**src/rtl/core/dvbm_pkg.sv**
```systemverilog
`timescale 1ns / 1ps
`default_nettype none

package dvbm_pkg;

	localparam int SLOT_BITS    = 16;
	localparam int NUM_DIST     = 11;
	localparam int ALWAYS_TERMS = 5;
	localparam int RESIDUES     = 5;
	localparam int TERM_W       = 4;
	localparam int PEN_W        = 11;
	localparam int SCORE_W      = 34;
	localparam int BEST_W       = 24;
	localparam int TAG_W        = 32;
	localparam int ADDR_W       = 5;
	localparam int DATA_W       = 64;
	localparam int QUEUE_DEPTH  = 2;

	localparam logic [BEST_W-1:0] NO_BEST       = 24'd9999999;
	localparam logic [7:0]        PENALTY_RESET = 8'd40;

	// register index = paddr[4:3]
	localparam logic [1:0] REG_QUERY_NEAR = 2'd0;
	localparam logic [1:0] REG_QUERY_MID  = 2'd1;
	localparam logic [1:0] REG_QUERY_FAR  = 2'd2;
	localparam logic [1:0] REG_PENALTY    = 2'd3;

	typedef struct packed {
		logic [63:0] ref_near;
		logic [63:0] ref_mid;
		logic [47:0] ref_far;
		logic [4:0]  gly_pro_mask;
		logic [31:0] record_tag;
		logic        last_record;
	} rec_word_t;

	typedef struct packed {
		logic [SCORE_W-1:0] record_score;
		logic               new_best;
		logic [BEST_W-1:0]  best_score;
		logic [TAG_W-1:0]   best_tag;
		logic               search_done;
	} res_word_t;

	typedef struct packed {
		logic [63:0] query_near;
		logic [63:0] query_mid;
		logic [47:0] query_far;
		logic [7:0]  residue_penalty;
	} cfg_t;

	// classified record handed from front to back
	typedef struct packed {
		logic [NUM_DIST-1:0][SLOT_BITS-1:0] diff;
		logic [NUM_DIST-1:0]                used;
		logic [TERM_W-1:0]                  terms;
		logic [PEN_W-1:0]                   pen;
		logic [TAG_W-1:0]                   tag;
		logic                               last;
	} job_t;

endpackage

`default_nettype wire

```
**src/rtl/core/dvbm_front.sv**
```systemverilog
`timescale 1ns / 1ps
`default_nettype none

module dvbm_front import dvbm_pkg::*; #(
	parameter int DIST_BITS = 16
) (
	input  wire logic  clk,
	input  wire logic  arst_n,
	input  wire cfg_t  cfg,
	input  wire logic  rec_valid,
	output logic       rec_stall,
	input  wire rec_word_t rec_word,
	input  wire logic  full,
	output logic       push,
	output job_t       push_job
);

	localparam int DW = (DIST_BITS > SLOT_BITS) ? SLOT_BITS : DIST_BITS;
	localparam logic [SLOT_BITS-1:0] DMASK = SLOT_BITS'((32'd1 << DW) - 32'd1);

	logic [SLOT_BITS-1:0] q [NUM_DIST];
	logic [SLOT_BITS-1:0] r [NUM_DIST];
	job_t job_c;
	job_t job_s1;
	logic valid_s1;
	logic accept;
	logic [2:0] mask_cnt;

	always_comb begin
		for (int k = 0; k < 4; k++) begin
			q[k]     = cfg.query_near[k*SLOT_BITS +: SLOT_BITS] & DMASK;
			r[k]     = rec_word.ref_near[k*SLOT_BITS +: SLOT_BITS] & DMASK;
			q[4 + k] = cfg.query_mid[k*SLOT_BITS +: SLOT_BITS] & DMASK;
			r[4 + k] = rec_word.ref_mid[k*SLOT_BITS +: SLOT_BITS] & DMASK;
		end
		for (int k = 0; k < 3; k++) begin
			q[8 + k] = cfg.query_far[k*SLOT_BITS +: SLOT_BITS] & DMASK;
			r[8 + k] = rec_word.ref_far[k*SLOT_BITS +: SLOT_BITS] & DMASK;
		end
	end

	always_comb begin
		job_c.terms = TERM_W'(ALWAYS_TERMS);
		for (int k = 0; k < NUM_DIST; k++) begin
			job_c.diff[k] = (q[k] > r[k]) ? (q[k] - r[k]) : (r[k] - q[k]);
			if (k < ALWAYS_TERMS) begin
				job_c.used[k] = 1'b1;
			end else begin
				job_c.used[k] = (q[k] != '0);
				job_c.terms   = job_c.terms + TERM_W'(job_c.used[k]);
			end
		end
		mask_cnt = '0;
		for (int k = 0; k < RESIDUES; k++) begin
			mask_cnt = mask_cnt + 3'(rec_word.gly_pro_mask[k]);
		end
		job_c.pen  = PEN_W'(mask_cnt) * PEN_W'(cfg.residue_penalty);
		job_c.tag  = rec_word.record_tag;
		job_c.last = rec_word.last_record;
	end

	assign rec_stall = valid_s1 && full;
	assign accept    = rec_valid && !rec_stall;
	assign push      = valid_s1 && !full;
	assign push_job  = job_s1;

	always_ff @(posedge clk or negedge arst_n) begin
		if (!arst_n) begin
			valid_s1 <= 1'b0;
		end else if (accept) begin
			valid_s1 <= 1'b1;
		end else if (push) begin
			valid_s1 <= 1'b0;
		end
	end

	always_ff @(posedge clk) begin
		if (accept) begin
			job_s1 <= job_c;
		end
	end

endmodule

`default_nettype wire

```
**src/rtl/core/dvbm_queue.sv**
```systemverilog
`timescale 1ns / 1ps
`default_nettype none

module dvbm_queue import dvbm_pkg::*; (
	input  wire logic clk,
	input  wire logic arst_n,
	input  wire logic push,
	input  wire job_t push_job,
	input  wire logic pop,
	output job_t      head,
	output logic      full,
	output logic      empty
);

	localparam int PTR_W = $clog2(QUEUE_DEPTH);

	job_t mem_q [QUEUE_DEPTH];
	logic [PTR_W-1:0] wr_q;
	logic [PTR_W-1:0] rd_q;
	logic [PTR_W:0]   cnt_q;

	assign full  = (cnt_q == (PTR_W + 1)'(QUEUE_DEPTH));
	assign empty = (cnt_q == '0);
	assign head  = mem_q[rd_q];

	always_ff @(posedge clk or negedge arst_n) begin
		if (!arst_n) begin
			wr_q  <= '0;
			rd_q  <= '0;
			cnt_q <= '0;
		end else begin
			if (push) begin
				wr_q <= (wr_q == PTR_W'(QUEUE_DEPTH - 1)) ? '0 : wr_q + 1'b1;
			end
			if (pop) begin
				rd_q <= (rd_q == PTR_W'(QUEUE_DEPTH - 1)) ? '0 : rd_q + 1'b1;
			end
			if (push && !pop) begin
				cnt_q <= cnt_q + 1'b1;
			end else if (pop && !push) begin
				cnt_q <= cnt_q - 1'b1;
			end
		end
	end

	always_ff @(posedge clk) begin
		if (push) begin
			mem_q[wr_q] <= push_job;
		end
	end

endmodule

`default_nettype wire

```
**src/rtl/core/dvbm_back.sv**
```systemverilog
`timescale 1ns / 1ps
`default_nettype none

module dvbm_back import dvbm_pkg::*; #(
	parameter int DIST_BITS = 16
) (
	input  wire logic clk,
	input  wire logic arst_n,
	input  wire job_t head,
	input  wire logic empty,
	output logic      pop,
	output logic      res_valid,
	input  wire logic res_stall,
	output res_word_t res_word
);

	localparam int DW     = (DIST_BITS > SLOT_BITS) ? SLOT_BITS : DIST_BITS;
	localparam int SUM_W  = 2 * DW + 4;
	localparam int DCNT_W = $clog2(SUM_W + 1);
	localparam int SEL_W  = $clog2(NUM_DIST);

	typedef enum logic [1:0] {
		ST_IDLE,
		ST_SUM,
		ST_DIV,
		ST_FIN
	} state_t;

	state_t state_q;
	job_t job_q;
	logic [SEL_W-1:0]  cnt_q;
	logic [DCNT_W-1:0] dcnt_q;
	logic [2*DW-1:0]   prod_q;
	logic [SUM_W-1:0]  acc_q;
	logic [SUM_W-1:0]  num_q;
	logic [TERM_W-1:0] rem_q;
	logic [BEST_W-1:0] lowest_q;
	logic [TAG_W-1:0]  lowest_tag_q;
	logic              res_valid_q;
	res_word_t         res_word_q;

	logic [SEL_W-1:0]   sel;
	logic [DW-1:0]      dsel;
	logic [TERM_W:0]    trial;
	logic               qbit;
	logic [TERM_W-1:0]  rem_n;
	logic [SCORE_W-1:0] score;
	logic               improved;
	logic [BEST_W-1:0]  best_n;
	logic [TAG_W-1:0]   best_tag_n;
	logic               out_free;

	assign sel  = (cnt_q < SEL_W'(NUM_DIST)) ? cnt_q : '0;
	assign dsel = job_q.used[sel] ? job_q.diff[sel][DW-1:0] : '0;

	// one restoring divide step per cycle, divisor is 5..11
	always_comb begin
		trial = {rem_q, num_q[SUM_W-1]};
		qbit  = (trial >= {1'b0, job_q.terms});
		rem_n = qbit ? TERM_W'(trial - {1'b0, job_q.terms}) : trial[TERM_W-1:0];
	end

	always_comb begin
		score      = SCORE_W'(num_q) + SCORE_W'(job_q.pen);
		improved   = (score < SCORE_W'(lowest_q));
		best_n     = improved ? score[BEST_W-1:0] : lowest_q;
		best_tag_n = improved ? job_q.tag : lowest_tag_q;
	end

	assign out_free  = !res_valid_q || !res_stall;
	assign pop       = (state_q == ST_IDLE) && !empty;
	assign res_valid = res_valid_q;
	assign res_word  = res_word_q;

	always_ff @(posedge clk or negedge arst_n) begin
		if (!arst_n) begin
			state_q      <= ST_IDLE;
			cnt_q        <= '0;
			dcnt_q       <= '0;
			lowest_q     <= NO_BEST;
			lowest_tag_q <= '0;
			res_valid_q  <= 1'b0;
		end else begin
			// in ST_FIN a free output register is refilled below
			if (res_valid_q && !res_stall && state_q != ST_FIN) begin
				res_valid_q <= 1'b0;
			end
			case (state_q)
				ST_IDLE: begin
					if (pop) begin
						job_q   <= head;
						cnt_q   <= '0;
						acc_q   <= '0;
						state_q <= ST_SUM;
					end
				end
				ST_SUM: begin
					// the squarer result is registered in prod_q and reaches the accumulator in the following cycle
					prod_q <= dsel * dsel;
					if (cnt_q != '0) begin
						acc_q <= acc_q + SUM_W'(prod_q);
					end
					if (cnt_q == SEL_W'(NUM_DIST)) begin
						num_q   <= acc_q + SUM_W'(prod_q);
						rem_q   <= '0;
						dcnt_q  <= '0;
						state_q <= ST_DIV;
					end else begin
						cnt_q <= cnt_q + 1'b1;
					end
				end
				ST_DIV: begin
					num_q  <= {num_q[SUM_W-2:0], qbit};
					rem_q  <= rem_n;
					dcnt_q <= dcnt_q + 1'b1;
					if (dcnt_q == DCNT_W'(SUM_W - 1)) begin
						state_q <= ST_FIN;
					end
				end
				ST_FIN: begin
					if (out_free) begin
						res_valid_q             <= 1'b1;
						res_word_q.record_score <= score;
						res_word_q.new_best     <= improved;
						res_word_q.best_score   <= best_n;
						res_word_q.best_tag     <= best_tag_n;
						res_word_q.search_done  <= job_q.last;
						if (job_q.last) begin
							lowest_q     <= NO_BEST;
							lowest_tag_q <= '0;
						end else begin
							lowest_q     <= best_n;
							lowest_tag_q <= best_tag_n;
						end
						state_q <= ST_IDLE;
					end
				end
				default: begin
					state_q <= ST_IDLE;
				end
			endcase
		end
	end

endmodule

`default_nettype wire

```
**src/rtl/core/distance_vector_best_match.sv**
```systemverilog
`timescale 1ns / 1ps
`default_nettype none
// The back end works on one word at a time with a shared squarer and a one-bit-per-cycle
// divider; it takes the next word from the queue only once the result word of the last one
// has been loaded into the output register.
// The front stage and a two-entry queue keep taking words while the back end works.
// Reset (arst_n low): query registers clear, penalty returns to 40, best score to 9999999,
// best tag to 0; the queue and the output register empty.

module distance_vector_best_match import dvbm_pkg::*; #(
	parameter int DIST_BITS = 16
) (
	input  wire logic              clk,
	input  wire logic              arst_n,
	// record channel
	input  wire logic              rec_valid,
	output logic                   rec_stall,
	input  wire rec_word_t         rec_word,
	// result channel
	output logic                   res_valid,
	input  wire logic              res_stall,
	output res_word_t              res_word,
	// configuration port
	input  wire logic              psel,
	input  wire logic              penable,
	input  wire logic              pwrite,
	input  wire logic [ADDR_W-1:0] paddr,
	input  wire logic [DATA_W-1:0] pwdata,
	output logic [DATA_W-1:0]      prdata,
	output logic                   pready
);

	cfg_t cfg_q;
	logic cfg_wr;
	logic [1:0] reg_idx;

	logic push;
	job_t push_job;
	logic pop;
	job_t head;
	logic full;
	logic empty;

	// registers sit on 8-byte boundaries; low address bits are ignored
	assign reg_idx = paddr[4:3];
	assign pready  = 1'b1;
	assign cfg_wr  = psel && penable && pwrite && pready;

	always_ff @(posedge clk or negedge arst_n) begin
		if (!arst_n) begin
			cfg_q.query_near      <= '0;
			cfg_q.query_mid       <= '0;
			cfg_q.query_far       <= '0;
			cfg_q.residue_penalty <= PENALTY_RESET;
		end else if (cfg_wr) begin
			case (reg_idx)
				REG_QUERY_NEAR: cfg_q.query_near      <= pwdata;
				REG_QUERY_MID:  cfg_q.query_mid       <= pwdata;
				REG_QUERY_FAR:  cfg_q.query_far       <= pwdata[47:0];
				REG_PENALTY:    cfg_q.residue_penalty <= pwdata[7:0];
				default: begin
				end
			endcase
		end
	end

	always_comb begin
		case (reg_idx)
			REG_QUERY_NEAR: prdata = cfg_q.query_near;
			REG_QUERY_MID:  prdata = cfg_q.query_mid;
			REG_QUERY_FAR:  prdata = DATA_W'(cfg_q.query_far);
			REG_PENALTY:    prdata = DATA_W'(cfg_q.residue_penalty);
			default:        prdata = '0;
		endcase
	end

	// front: masks distances, forms |q - r|, term mask, term count and penalty
	dvbm_front #(
		.DIST_BITS(DIST_BITS)
	) u_front (
		.clk      (clk),
		.arst_n   (arst_n),
		.cfg      (cfg_q),
		.rec_valid(rec_valid),
		.rec_stall(rec_stall),
		.rec_word (rec_word),
		.full     (full),
		.push     (push),
		.push_job (push_job)
	);

	dvbm_queue u_queue (
		.clk     (clk),
		.arst_n  (arst_n),
		.push    (push),
		.push_job(push_job),
		.pop     (pop),
		.head    (head),
		.full    (full),
		.empty   (empty)
	);

	// back: sum of squares, divide by term count, add penalty, best-so-far tracking
	dvbm_back #(
		.DIST_BITS(DIST_BITS)
	) u_back (
		.clk      (clk),
		.arst_n   (arst_n),
		.head     (head),
		.empty    (empty),
		.pop      (pop),
		.res_valid(res_valid),
		.res_stall(res_stall),
		.res_word (res_word)
	);

endmodule

`default_nettype wire
```
**config.mk**
```make
export PLATFORM = sky130hd
export DESIGN_NAME = distance_vector_best_match
export DESIGN_NICKNAME = d
export VERILOG_FILES = /design/src/rtl/core/dvbm_pkg.sv /design/src/rtl/core/dvbm_front.sv /design/src/rtl/core/dvbm_queue.sv /design/src/rtl/core/dvbm_back.sv /design/src/rtl/core/distance_vector_best_match.sv
export SDC_FILE = /design/constraint.sdc
export NUM_CORES = 2
export LEC_CHECK = 0
export ABC_CLOCK_PERIOD_IN_PS = 11300
export BUFFER_PORTS_ARGS = -buffer_cell sky130_fd_sc_hd__buf_2
export CORE_MARGIN = 10
export CORE_UTILIZATION = 50
export CTS_BUF_LIST = sky130_fd_sc_hd__clkbuf_4
export CTS_CLUSTER_SIZE = 10
export DETAILED_ROUTE_END_ITERATION = 8
export PLACE_DENSITY = 0.66
export SETUP_SLACK_MARGIN = 0.3
export SLEW_MARGIN = 20
export SYNTH_ARGS = -nofsm -noshare
export SYNTH_HDL_FRONTEND = slang
export SYNTH_SLANG_ARGS = --single-unit
```
**constraint.sdc**
```tcl
create_clock -name clk -period 11.3 [get_ports clk]
set_clock_uncertainty 0.15 [all_clocks]
set_input_delay 2.26 -clock clk [delete_from_list [all_inputs] [get_ports clk]]
set_output_delay 2.26 -clock clk [all_outputs]
set_load 0.1 [all_outputs]
```
==> results.toml <==
[floorplan]
io_pins = 449
design.core.area_um2 = 155000
die_area_um2 = 172000
fp-row-count = 144
chipWidth_um = 415
floorplan.initialDensity_pct = 50.5
die-height_um = 415

[place]
placedInstanceArea_um2 = 82300
gp_congestion = 0.925
port_buffers = 444
dp_hpwl_um = 149000

[synth]
synth_fp_nets = 7637
ys_seq_elements = 1377
ys.warnings.count = 0
synth-seq-area-share_pct = 51.4
synthesis.area_um2 = 78000
yosys_most_used_dff = "edfxtp_1"
avgSynthCellArea_um2 = 11.8
synth_enable_flop_cells = 1119
synthesis.instances = 6622
ys_async_sr_fraction_pct = 18.7
synth.distinct_cells = 85

[worst_hold_path]
hold_start = "u_front.push_job[34]"
hold_path_class = "reg2reg"
hold_end = "u_queue.mem_q[1][34]"
worstHoldPathCells = 0

[cts]
cts_repair_resize_count = 0
clock_sink_count = 1377
cts.root.buffer_cell = "clkbuf_4"
cts_max_level = 5
cts-root-to-sink-buffers = 4
clk_pin_slew_ps = 60
cts_buffers = 376
cts_setup_buffers = 0
number_of_buffers_inserted_by_hold_repair_at_cts = 0
clock_tree_from_tritoncts = "yes"
clk-insertion-delay-late_ps = 1300

[routing]
routed.top_layer = "met4"
dr.pass1.iters = 6
vias = 52546
antenna_left = 0
avgViaCountPerCell = 5.52
first_iter_violations = 3917
finalWirelength_um = 202000
met2WireLength_um = 97900
remaining_drc_errors = 0
avgRoutedWirePerCell_um = 21.2
route.layer.met1.wl_um = 85800
routed-wl-met3_um = 10300

[cells_and_area]
layout.cell_area.non_filler_um2 = 86900
end_of_flow_core_utilization_pct = 56.2
n_fill_cell = 13307
areaGrowthSynthToFinish_pct = 11.4
layout.nets = 8235
final_layout_size_suffix_gt1_share_pct = 20.6

[setup_path]
critical_path_class = "reg2reg"
worst_r2r_startpoint = "u_back.cnt_q[1]"
arr_time_crit_path_ps = 10980
cp_data_required_time_ps = 12100
slowest_delay_ps = 810
most_frequent_cell_on_critical_path = "fa_1"
crit_fanout = 30
critical_path.slowest_cell = "o211ai_1"
crit_path_start_kind = "flop"
r2r_slack_ps = 1120
worst_r2r_endpoint = "u_back.prod_q[30]"
worstRegToRegCells = 30
setup.worst_path.end_class = "flop"

[run]
drv.max_cap_violation_count = 0

[grt]
first_global_vias = 53815
grt_start_max_net_pins = 154
grt.overflow.total = 0
first_pass_grt_wire_length_um = 312000
antenna_found_initial = 8
grtUsageTotal_pct = 22.8

[timing]
rsz0062_at_grt = "false"
finalMaxSlewViolations = 0
period_minus_slack_ps = 10180
finalHoldViolCount = 0
achievable-frequency_mhz = 98.2
min_period_over_period_pct = 90.1
setup_viol = 0
worstMarginPinSlew_ps = 1120
totalNegativeSetupSlack_ps = 0
slew-limit-headroom_pct = 25.6

[run_status]
outcome = "completed"
-- metrics by stage --
step                hold WS, ps  setup slack (ps)  std cells
CTS                         219              1160       9505
detailed placement          279              1120       8884
global placement            272              1260       8883
floorplan                   271              2320       6622
global route                240               602       9518
finish                      237              1120       9519
-- routing by layer --
metal / up-vias / global-route usage, %
met1: 25632 / 29.3
met5: - / 0
li1: 25032 / -
met2: 1482 / 38.3
met4: 0 / 9.07
met3: 400 / 4.17
-- worst max-delay path, delay by kind of cell (launching register included) --
family / cells / cell delay (ps)
adders and majority gates: 8 / 3700
AOI/OAI and AO/OA: 10 / 3340
buffers and inverters: 6 / 1000
and+or+nand+nor: 5 / 920
DFF: 1 / 660
xor gates and xnor gates: 1 / 160
-- cells by family (layout without fill, tap and decap cells) --
family,count (synthesis),count (layout),synth area share (%)
XOR/XNOR,270,270,3.03
adder cells (fa/ha/maj),725,725,13.5
flip-flops,1377,1377,51.4
AND/OR/NAND/NOR,1313,1313,8.02
multiplexers,549,549,7.78
other,1,13,0.00481
AO/OA/AOI/OAI,1390,1390,11.3
buffers and inverters,997,1838,4.91
-- layout make-up --
| cell class | count | area [um2] | share of cell area (%) |
|---|---|---|---|
| diodes | 12 | 30.0 | 0.0345 |
| clock buffers | 547 | 4110 | 4.72 |
| flip-flops and latches | 1377 | 40100 | 46.1 |
| multi-input cells | 4248 | 34300 | 39.4 |
| inverters | 713 | 2680 | 3.08 |
| well taps | 2044 | 2560 | 2.94 |
| clock inverters | 74 | 420 | 0.484 |
| repair buffers | 504 | 2780 | 3.20 |
-- Yosys cell counts (all sizes together) (16+ instances only) --
master / number / area, um2
a2bb2oi: 16 / 140
and2: 61 / 382
o31ai: 26 / 195
nand2b: 73 / 457
o211ai: 59 / 443
a21o: 163 / 1220
dfrtp: 242 / 6060
and3: 53 / 332
a221oi: 22 / 193
a211oi: 50 / 380
clkbuf: 220 / 827
a21boi: 19 / 143
a31oi: 44 / 275
xor2: 123 / 1080
a21oi: 305 / 1530
mux2i: 163 / 1630
buf: 64 / 325
nor2b: 78 / 488
a22oi: 20 / 150
nor2: 292 / 1100
nand2: 448 / 1680
o21a: 35 / 263
o21ai: 431 / 2160
a22o: 47 / 412
edfxtp: 1119 / 33600
ha: 526 / 6580
o2111ai: 20 / 175
xnor2: 147 / 1290
mux2: 378 / 4260
nand3: 53 / 265
o21bai: 29 / 218
inv: 711 / 2670
nor3: 103 / 531
nor4: 30 / 188
dfstp: 16 / 420
fa: 199 / 3980
nand4: 54 / 338
-- worst max-delay path by stage --
stage / startpoint / endpoint / slack [ps] / cells past startpoint
6_report: u_back.cnt_q[1] / u_back.prod_q[30] / 1120 / 30
5_1_grt: u_back.cnt_q[1] / u_back.prod_q[30] / 600 / 30
4_1_cts: u_back.cnt_q[1] / u_back.prod_q[30] / 1160 / 30
2_1_floorplan: arst_n / u_back.job_q[0] / 2320 / 2
3_5_place_dp: u_back.cnt_q[1] / u_back.prod_q[30] / 1120 / 30
3_3_place_gp: u_back.cnt_q[1] / u_back.prod_q[30] / 1260 / 30
-- sequential cells by signal (all words and copies together), names as in the netlist, 6 cells and up --
signal,flops
u_queue.mem_q,460
u_back.prod_q,31
u_back.res_word,92
u_back.dcnt_q,6
u_back.acc_q,36
u_front.push_job,230
cfg_q,184
u_back.lowest_q,24
u_back.lowest_tag_q,32
u_back.num_q,36
u_back.job_q,230
-- placed cells by master, fill, tap and decap left out, types with 49 or more instances in the layout --
master / n
nand3_1: 53
nor2b_1: 77
nand2_1: 447
a211oi_1: 49
buf_4: 53
a21oi_1: 302
fa_1: 199
ha_1: 525
mux2_2: 378
nand2b_1: 73
xor2_1: 123
o21ai_0: 426
nor2_1: 286
buf_2: 442
a21o_1: 162
xnor2_1: 147
clkbuf_4: 547
dfrtp_1: 240
nor3_1: 99
nand4_1: 54
inv_1: 711
edfxtp_1: 1119
and3_1: 52
and2_1: 59
mux2i_1: 163
o211ai_1: 59
Power is left out: the tool's default activity adds up to more than one toggle a clock period on the data nets, which glitch-free logic cannot reach.
